`config.mk`:
```
export PLATFORM = sky130hd
export DESIGN_NAME = hamiltonian_cycle_backtrack_top
export DESIGN_NICKNAME = d
export VERILOG_FILES = /design/src/hw/rtl/hcb_pkg.sv /design/src/hw/rtl/hamiltonian_cycle_backtrack_top.sv /design/src/hw/rtl/hcb_datapath.sv /design/src/hw/rtl/hcb_controller.sv
export SDC_FILE = /design/constraint.sdc
export NUM_CORES = 2
export LEC_CHECK = 0
export BUFFER_PORTS_ARGS = -buffer_cell sky130_fd_sc_hd__buf_2
export CAP_MARGIN = 20
export CORE_ASPECT_RATIO = 0.7
export CORE_MARGIN = 2
export CORE_UTILIZATION = 55
export CTS_CLUSTER_DIAMETER = 200
export CTS_CLUSTER_SIZE = 10
export DETAILED_ROUTE_END_ITERATION = 12
export PLACE_DENSITY = 0.67
export SLEW_MARGIN = 20
export SYNTH_ARGS = -nofsm -noshare
export SYNTH_HDL_FRONTEND = slang
export SYNTH_SLANG_ARGS = --single-unit
```
`constraint.sdc`:
```
create_clock -name clk -period 5.84 [get_ports clk]
set_input_delay 0.292 -clock clk [delete_from_list [all_inputs] [get_ports clk]]
set_output_delay 0.292 -clock clk [all_outputs]
set_load 0.1 [all_outputs]
```
`src/hw/rtl/hcb_pkg.sv`:
```
`default_nettype none
package hcb_pkg;

	localparam int MAX_VERTICES = 32;
	localparam int VW = 6;
	localparam int LW = $clog2(MAX_VERTICES);

	localparam logic CMD_ADD_EDGE = 1'b0;
	localparam logic CMD_SEARCH = 1'b1;

	typedef logic [VW-1:0] vtx_t;
	typedef logic [LW-1:0] lvl_t;
	typedef logic [MAX_VERTICES-1:0] vmask_t;

	typedef struct packed {
		logic edge_wr;
		logic init;
		logic push;
		logic pop;
		logic emit_vtx;
		logic emit_close;
		logic emit_none;
	} hcb_cmd_t;

	typedef struct packed {
		logic cand_any;
		logic full_path;
		logic close_ok;
		logic at_root;
		logic count_zero;
		logic emit_end;
		logic out_free;
	} hcb_sts_t;

endpackage
`default_nettype wire

```
`src/hw/rtl/hamiltonian_cycle_backtrack_top.sv`:
```
// Hamiltonian cycle search by depth-first backtracking from vertex 1 over an
// adjacency store of up to 32 vertices, cleared at reset. An edge-add transfer
// (tuser low) is written into the store as it is taken, so edges can stream in
// back to back. A search transfer (tuser high) holds the input off until its
// last result has been loaded into the output register: each step of the
// backtracking walk (every extension or retreat of the path) goes through the
// shared candidate finder, then a final verdict is reached, and the cycle is
// emitted one vertex per transfer, n + 1 results ending with vertex 1 and
// tlast, at one per cycle when the sink is ready. If no cycle exists a single
// transfer with tuser low, vertex 0 and tlast is emitted.
// Write vertex_count only while no search is in progress.
`default_nettype none
module hamiltonian_cycle_backtrack_top import hcb_pkg::*; (
	input  wire logic        clk,
	input  wire logic        arst_n,
	input  wire logic        s_tvalid,
	output logic             s_tready,
	input  wire logic [15:0] s_tdata,  // vertex_a [5:0], vertex_b [11:6], zero fill
	input  wire logic        s_tuser,  // command
	output logic             m_tvalid,
	input  wire logic        m_tready,
	output logic [7:0]       m_tdata,  // path_vertex [5:0], zero fill
	output logic             m_tuser,  // found
	output logic             m_tlast,
	input  wire logic        cfg_we,
	input  wire logic [5:0]  cfg_wdata
);

	hcb_cmd_t cmd;
	hcb_sts_t sts;
	vtx_t     out_vertex;

	hcb_controller u_ctrl (
		.clk       (clk),
		.arst_n    (arst_n),
		.in_valid  (s_tvalid),
		.in_command(s_tuser),
		.in_ready  (s_tready),
		.sts       (sts),
		.cmd       (cmd)
	);

	hcb_datapath u_dp (
		.clk      (clk),
		.arst_n   (arst_n),
		.cfg_we   (cfg_we),
		.cfg_wdata(cfg_wdata),
		.vertex_a (s_tdata[5:0]),
		.vertex_b (s_tdata[11:6]),
		.cmd      (cmd),
		.sts      (sts),
		.m_tready (m_tready),
		.m_tvalid (m_tvalid),
		.m_vertex (out_vertex),
		.m_found  (m_tuser),
		.m_last   (m_tlast)
	);

	assign m_tdata = {2'b00, out_vertex};

	a_one_command: assert property (@(posedge clk) disable iff (!arst_n)
		$onehot0(cmd))
		else $error("More than one datapath command in a cycle.");

	a_push_bound: assert property (@(posedge clk) disable iff (!arst_n)
		cmd.push |-> !sts.full_path)
		else $error("Path extended beyond the vertex count.");

	a_no_overwrite: assert property (@(posedge clk) disable iff (!arst_n)
		(cmd.emit_vtx || cmd.emit_close || cmd.emit_none) |-> sts.out_free)
		else $error("Result loaded over one not yet transferred.");

	a_edge_on_transfer: assert property (@(posedge clk) disable iff (!arst_n)
		cmd.edge_wr |-> (s_tvalid && s_tready))
		else $error("Edge written without an input transfer.");

endmodule
`default_nettype wire

```
`src/hw/rtl/hcb_datapath.sv`:
```
`default_nettype none
module hcb_datapath import hcb_pkg::*; (
	input  wire logic     clk,
	input  wire logic     arst_n,
	input  wire logic     cfg_we,
	input  wire vtx_t     cfg_wdata,
	input  wire vtx_t     vertex_a,
	input  wire vtx_t     vertex_b,
	input  wire hcb_cmd_t cmd,
	output hcb_sts_t      sts,
	input  wire logic     m_tready,
	output logic          m_tvalid,
	output vtx_t          m_vertex,
	output logic          m_found,
	output logic          m_last
);

	vtx_t   vcount_q;
	vmask_t adj_q [MAX_VERTICES];
	vtx_t   stack_q [MAX_VERTICES];
	vmask_t visited_q;
	lvl_t   lvl_q;
	lvl_t   cur_q;
	vtx_t   after_q;
	vtx_t   idx_q;
	logic   out_valid_q;
	vtx_t   out_vertex_q;
	logic   out_found_q;
	logic   out_last_q;

	vtx_t   n;
	vmask_t in_use;
	vmask_t above;
	vmask_t row;
	vmask_t cand;
	vmask_t lowbit;
	lvl_t   low_idx;
	vtx_t   next_vtx;
	lvl_t   rd_addr;
	vtx_t   rd_vtx;
	lvl_t   a_i;
	lvl_t   b_i;
	logic   edge_ok;

	always_comb begin
		n = (vcount_q > VW'(MAX_VERTICES)) ? VW'(MAX_VERTICES) : vcount_q;
		for (int j = 0; j < MAX_VERTICES; j++) begin
			in_use[j] = VW'(j) < n;
			above[j] = VW'(j) >= after_q;
		end
		row = adj_q[cur_q];
		cand = row & in_use & ~visited_q & above;
		lowbit = cand & (~cand + vmask_t'(1));
		low_idx = '0;
		for (int j = 0; j < MAX_VERTICES; j++) begin
			if (lowbit[j]) begin
				low_idx = low_idx | LW'(j);
			end
		end
		next_vtx = VW'(low_idx) + VW'(1);
		a_i = LW'(vertex_a - VW'(1));
		b_i = LW'(vertex_b - VW'(1));
		edge_ok = (vertex_a != '0) && (vertex_a <= n) && (vertex_b != '0) && (vertex_b <= n);
	end

	always_comb begin
		rd_addr = cmd.emit_vtx ? idx_q[LW-1:0] : lvl_q - LW'(1);
		rd_vtx = stack_q[rd_addr];
	end

	always_comb begin
		sts.cand_any = |cand;
		sts.full_path = (VW'(lvl_q) + VW'(1)) == n;
		sts.close_ok = row[0];
		sts.at_root = lvl_q == '0;
		sts.count_zero = n == '0;
		sts.emit_end = idx_q == n;
		sts.out_free = !out_valid_q || m_tready;
	end

	always_ff @(posedge clk or negedge arst_n) begin
		if (!arst_n) begin
			vcount_q <= VW'(MAX_VERTICES);
		end else if (cfg_we) begin
			vcount_q <= cfg_wdata;
		end
	end

	always_ff @(posedge clk or negedge arst_n) begin
		if (!arst_n) begin
			for (int r = 0; r < MAX_VERTICES; r++) begin
				adj_q[r] <= '0;
			end
		end else if (cmd.edge_wr && edge_ok) begin
			adj_q[a_i][b_i] <= 1'b1;
			adj_q[b_i][a_i] <= 1'b1;
		end
	end

	always_ff @(posedge clk) begin
		if (cmd.init) begin
			stack_q[0] <= VW'(1);
		end else if (cmd.push) begin
			stack_q[lvl_q + LW'(1)] <= next_vtx;
		end
	end

	always_ff @(posedge clk or negedge arst_n) begin
		if (!arst_n) begin
			visited_q <= '0;
			lvl_q <= '0;
			cur_q <= '0;
			after_q <= '0;
			idx_q <= '0;
		end else begin
			if (cmd.init) begin
				visited_q <= vmask_t'(1);
				lvl_q <= '0;
				cur_q <= '0;
				after_q <= '0;
				idx_q <= '0;
			end else if (cmd.push) begin
				visited_q <= visited_q | lowbit;
				lvl_q <= lvl_q + LW'(1);
				cur_q <= low_idx;
				after_q <= '0;
			end else if (cmd.pop) begin
				visited_q <= visited_q & ~(vmask_t'(1) << cur_q);
				lvl_q <= lvl_q - LW'(1);
				cur_q <= LW'(rd_vtx - VW'(1));
				after_q <= VW'(cur_q) + VW'(1);
			end
			if (cmd.emit_vtx) begin
				idx_q <= idx_q + VW'(1);
			end
		end
	end

	always_ff @(posedge clk or negedge arst_n) begin
		if (!arst_n) begin
			out_valid_q <= 1'b0;
		end else if (cmd.emit_vtx || cmd.emit_close || cmd.emit_none) begin
			out_valid_q <= 1'b1;
		end else if (m_tready) begin
			out_valid_q <= 1'b0;
		end
	end

	always_ff @(posedge clk) begin
		if (cmd.emit_vtx) begin
			out_vertex_q <= rd_vtx;
			out_found_q <= 1'b1;
			out_last_q <= 1'b0;
		end else if (cmd.emit_close) begin
			out_vertex_q <= VW'(1);
			out_found_q <= 1'b1;
			out_last_q <= 1'b1;
		end else if (cmd.emit_none) begin
			out_vertex_q <= '0;
			out_found_q <= 1'b0;
			out_last_q <= 1'b1;
		end
	end

	assign m_tvalid = out_valid_q;
	assign m_vertex = out_vertex_q;
	assign m_found = out_found_q;
	assign m_last = out_last_q;

endmodule
`default_nettype wire

```
`src/hw/rtl/hcb_controller.sv`:
```
`default_nettype none
module hcb_controller import hcb_pkg::*; (
	input  wire logic     clk,
	input  wire logic     arst_n,
	input  wire logic     in_valid,
	input  wire logic     in_command,
	output logic          in_ready,
	input  wire hcb_sts_t sts,
	output hcb_cmd_t      cmd
);

	localparam logic [1:0] ST_IDLE = 2'd0;
	localparam logic [1:0] ST_SEARCH = 2'd1;
	localparam logic [1:0] ST_EMIT = 2'd2;
	localparam logic [1:0] ST_NONE = 2'd3;

	logic [1:0] state_q;
	logic [1:0] state_d;

	always_comb begin
		cmd = '0;
		state_d = state_q;
		in_ready = state_q == ST_IDLE;
		unique case (state_q)
			ST_IDLE: begin
				if (in_valid) begin
					if (in_command == CMD_ADD_EDGE) begin
						cmd.edge_wr = 1'b1;
					end else if (sts.count_zero) begin
						state_d = ST_NONE;
					end else begin
						cmd.init = 1'b1;
						state_d = ST_SEARCH;
					end
				end
			end
			ST_SEARCH: begin
				priority if (sts.cand_any && !sts.full_path) begin
					cmd.push = 1'b1;
				end else if (sts.full_path && sts.close_ok) begin
					state_d = ST_EMIT;
				end else if (sts.at_root) begin
					state_d = ST_NONE;
				end else begin
					cmd.pop = 1'b1;
				end
			end
			ST_EMIT: begin
				if (sts.out_free) begin
					if (sts.emit_end) begin
						cmd.emit_close = 1'b1;
						state_d = ST_IDLE;
					end else begin
						cmd.emit_vtx = 1'b1;
					end
				end
			end
			ST_NONE: begin
				if (sts.out_free) begin
					cmd.emit_none = 1'b1;
					state_d = ST_IDLE;
				end
			end
		endcase
	end

	always_ff @(posedge clk or negedge arst_n) begin
		if (!arst_n) begin
			state_q <= ST_IDLE;
		end else begin
			state_q <= state_d;
		end
	end

endmodule
`default_nettype wire

```
# Word-level counts from Yosys, hierarchy flattened
# Memories as Yosys holds them, arrays and structs flattened.
# Cells that the tools add are included.
dict set report word_totals {
  register_bits 1095
  latch_bits 0
  ram_bits 192
  rom_bits 0
  input_bits 28
  elab_cells 344
  n_memories 1
}
# name words word_bits rd rd_ports_with_merged_regs wr line
set mem_list {}
lappend mem_list {u_dp.stack_q 32 6 1 0 1 hcb_datapath.sv:20} ;# vtx_t stack_q [MAX_VERTICES];
dict set report classes {
  add_sub_neg 10
  mul 0
  div_mod_pow 0
  n_lt_le_gt_ge 76
  n_eq_ne 12
  n_shift 1
  muxes 160
  bitwise_logic 14
  n_reduce_logical 27
}
# op count
set op_table {}
lappend op_table {{$or A1024 B1024 Y1024} 2}
lappend op_table {{$demux W32 S5} 2}
lappend op_table {{$mux W32} 10}
lappend op_table {{$and A32 B32 Y32} 5}
lappend op_table {{$bmux W32 S5} 1}
lappend op_table {{$mux W5} 30}
lappend op_table {{$ge A5 B6 Y1 const A} 16}
lappend op_table {{$lt A5 B6 Y1 const A} 16}
lappend op_table {{$mux W6} 16}
lappend op_table {{$not A32 Y32} 3}
lappend op_table {{$mux W2} 34}
lappend op_table {{$mux W1} 52}
lappend op_table {{$ge A4 B6 Y1 const A} 8}
lappend op_table {{$lt A4 B6 Y1 const A} 8}
lappend op_table {{$add A32 B1 Y32 const B} 1}
lappend op_table {{$mux W4} 8}
lappend op_table {{$or A32 B32 Y32} 1}
lappend op_table {{$reduce_or A32 Y1} 1}
lappend op_table {{$shl A1 B5 Y32 const A} 1}
lappend op_table {{$ge A3 B6 Y1 const A} 4}
lappend op_table {{$lt A3 B6 Y1 const A} 4}
lappend op_table {{$sub A5 B1 Y5 const B} 4}
lappend op_table {{$add A5 B1 Y6 const B} 3}
lappend op_table {{$ge A6 B6 Y1 const B} 3}
lappend op_table {{32 further kinds} 67}

# Logic depth before layout (Yosys ltp)
dict set report depth {
  ltp_word 44
  ltp_mapped 23
  depth_no_buf 15
}

# By module
# Synthesis repeated with hierarchy kept, for this count alone.
dict set report unflattened {
  hier_cells 5362
  area_unflattened_um2 61255.0
}
# module instances cells_per_inst area_per_inst_um2 seq_area_each_um2
set modules_own_cells {}
lappend modules_own_cells {hcb_datapath 1 5332 61006.0 33138.0}
lappend modules_own_cells {hcb_controller 1 27 230.2 50.0}
lappend modules_own_cells {hamiltonian_cycle_backtrack_top 1 3 18.8 0.0}

# Least setup slack after synthesis
# OpenSTA, ideal clock, no wires.
dict set report synth_path {
  path_type {reg-to-reg}
  from {reg u_dp.cur_q[1]}
  to {mem u_dp.stack_q[0][3] (netlist name), data pin}
  arrival_ns 4.936
  path_slack_ns 0.460
  stages_incl_launch_ff 18
  n_path_buf 7
  path_cell_list {dfrtp_1 -> buf_2 -> buf_4 -> buf_6 -> buf_2 -> buf_6 -> buf_4 -> mux4_2 -> mux4_2 -> o22ai_1 -> nor2b_1 -> or3_1 -> buf_4 -> o22ai_1 -> nor2_1 -> o211ai_1 -> nor2b_1 -> nor3_1}
}
dict set report synth_via {
  elab_chain_cells 43
  elab_cells_between_ends 52
  classes_between {add/sub: 2; mux: 41; bitwise: 6; reduce/logical: 3}
}
# element line
set synth_rtl {}
lappend synth_rtl {{start: declaration} hcb_datapath.sv:23} ;# lvl_t cur_q;
lappend synth_rtl {{start signal: assignment} hcb_datapath.sv:125} ;# cur_q <= low_idx;
lappend synth_rtl {{start signal: assignment} hcb_datapath.sv:130} ;# cur_q <= LW'(rd_vtx - VW'(1));
lappend synth_rtl {{$not A5 Y6 (implied by the code) (*)} hcb_datapath.sv:51} ;# row = adj_q[cur_q];
lappend synth_rtl {{$bmux W32 S5 (*)} hcb_datapath.sv:51}
lappend synth_rtl {{$mux W32 (implied by the code) (*) (2 in a row)} hcb_datapath.sv:51}
lappend synth_rtl {{$and A32 B32 Y32 (*) (3 in a row)} hcb_datapath.sv:52} ;# cand = row & in_use & ~visited_q & above;
lappend synth_rtl {{$not A32 Y32} hcb_datapath.sv:53} ;# lowbit = cand & (~cand + vmask_t'(1));
lappend synth_rtl {{$add A32 B1 Y32} hcb_datapath.sv:53}
lappend synth_rtl {{$and A32 B32 Y32} hcb_datapath.sv:53}
lappend synth_rtl {{$mux W1} hcb_datapath.sv:56} ;# if (lowbit[j]) begin
lappend synth_rtl {{$mux W2 (2 in a row)} hcb_datapath.sv:56}
lappend synth_rtl {{$mux W3 (4 in a row)} hcb_datapath.sv:56}
lappend synth_rtl {{$mux W4 (8 in a row)} hcb_datapath.sv:56}
lappend synth_rtl {{$mux W5 (16 in a row)} hcb_datapath.sv:56}
lappend synth_rtl {{$add A5 B1 Y6} hcb_datapath.sv:60} ;# next_vtx = VW'(low_idx) + VW'(1);
lappend synth_rtl {{$mux W6 (no line) (*)} --}
lappend synth_rtl {{end: declaration} hcb_datapath.sv:20}
# Mark *: on every way between the ends. The rest lies on a longest branch, timed or not. The select of a mux whose other input is x is not followed.

# Worst setup path in the final report
dict set report layout_path {
  from {reg u_dp.cur_q[0]}
  to {mem u_dp.stack_q[22][4] (netlist name), data pin}
}
# The elaborated chain is that of the path after synthesis.

==> results.cfg <==
[run_status]
outcome = complete, no violations

[grt]
gr-usage-all-layers_pct = 42.0
grt_pass1_vias = 45300
grt_pass1_wl_um = 339000
antenna_found_initial = 10
grt.overflow.total = 0
grt_max_degree = 170

[synthesis]
avgSynthCellArea_um2 = 11.3
ys_async_sr_fraction_pct = 84.5
synth_warnings = 0
synth_cells = 5412
ys_ff_latch = 1287
ys_seq_area_share_pct = 54.4
synth_edf_count = 198
syn_area_mm2 = 0.0610
synth_ff_type = dfrtp_1
synth_cell_types = 109

[finish]
final_cells = 6991
drive_gt1_share_pct = 26.4
final_nets = 5539
final_cell_mix = dfrtp_1 (1082), or2_2 (698), nand2_1 (497), nor2_1 (403), nand2b_1 (327)
synthToLayoutAreaGrowth_pct = 11.6
mostFrequentLayoutCell = dfrtp_1

[clock_tree]
post_cts_buffers = 0
cts.reportedPaths.clkPinSlew_ps = 60
cts_max_path_buffers = 3
cts.sinks = 1287
clk_latency_ps = 820
root_buffer = clkbuf_16
cts_buffers = 146
cts_tree = done
htreeDepth = 4

[sta]
fin_crit_ps = 5830
rsz0062_at_grt = no
setup_viol = 0
fin_skew_ps = 36.4
hold_viol = 0
fmax_mhz = 171
worstMarginPinSlew_ps = 1260
fin_crit_sh_pct = 99.9
fin_hold_ws_ps = 129
maxSlewHeadroom_pct = 15.7
setup_tns_ps = 0
slew_viol_final = 0

[pwr]
peakVddDrop_mv = 0.939
leakagePower_uw = 0.0326
p_per_area_mw_per_mm2 = 466

[setup_path]
end_kind = flip-flop
cp_max_fo = 32
start_kind = flip-flop
crit_arrival_ps = 6350
worstPathRequired_ps = 6360
critPathLaunch = u_dp.cur_q[0]
reg2reg_from = u_dp.cur_q[0]
worst-setup-path-type = flip-flop to flip-flop

[place]
dp.cells = 6774
dp_hpwl_um = 164000
gp_congestion = 1.05
numPortBuffers = 33

[detailed_routing]
ant_nets = 0
first_pass_iters = 10
drt-wirelength-per-cell_um = 34.1
drc = 0
vias_per_cell = 6.85
wl_um = 238000
drtIter0Drc = 7580
vias = 47900

[floorplanning]
die_h_um = 283
die_area_mm2 = 0.114
io-pin-count = 40
initial_core_util_pct = 55.3
die_x_um = 402
rows = 102
coreArea_mm2 = 0.110

[worst_hold_path]
worstHoldPathType = input pin to flip-flop
hold_start = s_tuser

[flow_run]
max-cap-violations = 0
-- worst paths after layout --
kind	endpoint	depth (start not counted)	slack, ps
worst min-delay path	u_dp.idx_q[5]	5	130
worst min register to register	u_dp.m_found	2	450
max in group asynchronous	u_dp.adj_q[244]	3	4160
min in group asynchronous	u_dp.adj_q[940]	2	150
worst max register to register	u_dp.stack_q[22][4]	19	8
worst max-delay path	u_dp.stack_q[22][4]	19	8
-- layout make-up --
cell class,instances,area [um^2]
antenna,11,27.5
inverter,30,115
sequential,1287,33200
clock inverter,16,239
timing repair buffer,315,2810
multi-input combinational,3707,26100
tap,1456,1820
clock buffer,169,3740
fill,8918,42200
-- sequential cells by signal (all words and copies together), names as in the netlist --
signal,count
u_dp.lvl_q,5
u_dp.adj_q,1024
u_dp.idx_q,6
u_dp.m_found,1
u_dp.visited_q,32
u_dp.stack_q,192
u_dp.cur_q,5
u_dp.m_tvalid,1
u_dp.vcount_q,6
u_dp.after_q,6
u_dp.m_vertex,6
u_ctrl.state_q,2
u_dp.m_last,1
-- timing repair --
action,in CTS,in global routing
resized for setup,0,5
hold buffers,16,0
hold endpoints to repair,90,0
endpoints found under the setup margin,0,171
-- synth_stat cells, types with 34 or more instances --
master	number	share of area, %
a21oi_1	91	0.75
a22oi_1	320	3.9
a31o_2	34	0.49
clkbuf_1	286	1.8
dfrtp_1	1086	45
edfxtp_1	198	9.7
mux2i_1	214	3.5
mux4_1	42	1.8
mux4_2	141	5.2
nand2_1	508	3.1
nand2b_1	327	3.4
nand3_1	117	0.96
nand4_1	36	0.37
nor2_1	438	2.7
o21ai_0	62	0.51
o22ai_1	249	2.6
or2_2	698	7.2
-- worst max-delay path: stages (launching register included) --
cell and delay [ps]:
dfrtp_4 770, buf_12 240, nor2b_2 500, buf_4 240
a22oi_1 80, a21oi_1 800, nor4_1 240, buf_4 220
a21oi_1 190, nand3_1 160, or3_1 450, buf_4 180
nor2_1 220, o21ai_0 190, nand4b_1 210, ha_1 270
nand3b_4 90, xnor2_1 200, nor2_2 70, buf_12 160
-- layer usage --
metal  track usage [%]  part of all wire (%)  up-vias  routed length [um]
li1                  -                     -    19500                   -
met1              61.9                    42    24300               99500
met2              52.4                    38     3544               89900
met3              20.7                    17      540               39500
met4              15.5                   3.9        8                9360
met5              1.00                 0.086        -                 206
-- where the power goes --
part           internal (uW)  switching (uW)  total [uW]
clock                   4520            3770        8290
sequential             10600             475       11100
combinational           3890            8420       12300
-- cells by family after synthesis --
kind of cell / share of synthesized area (%)
xor+xnor: 0.324
mux: 11.0
buf+inv: 3.27
fa+ha+maj: 0.492
compound gates: 10.8
simple gates: 19.7
flops: 54.4
other cells: 0.00615
-- per-stage QoR --
step / util, % / cell area, um^2 / setup WS, ps / power [uW]
2_1_floorplan: - / 61000 / 460 / 17900
3_3_place_gp: 57.8 / 63700 / 22.0 / 23000
3_5_place_dp: 57.8 / 63700 / 160 / 23000
4_1_cts: 61.6 / 67900 / 102 / 31300
5_1_grt: 61.7 / 68100 / 65.8 / 32500
6_report: 61.7 / 68100 / 7.79 / 31700
Note: power is estimated with default switching activity, not from simulation.
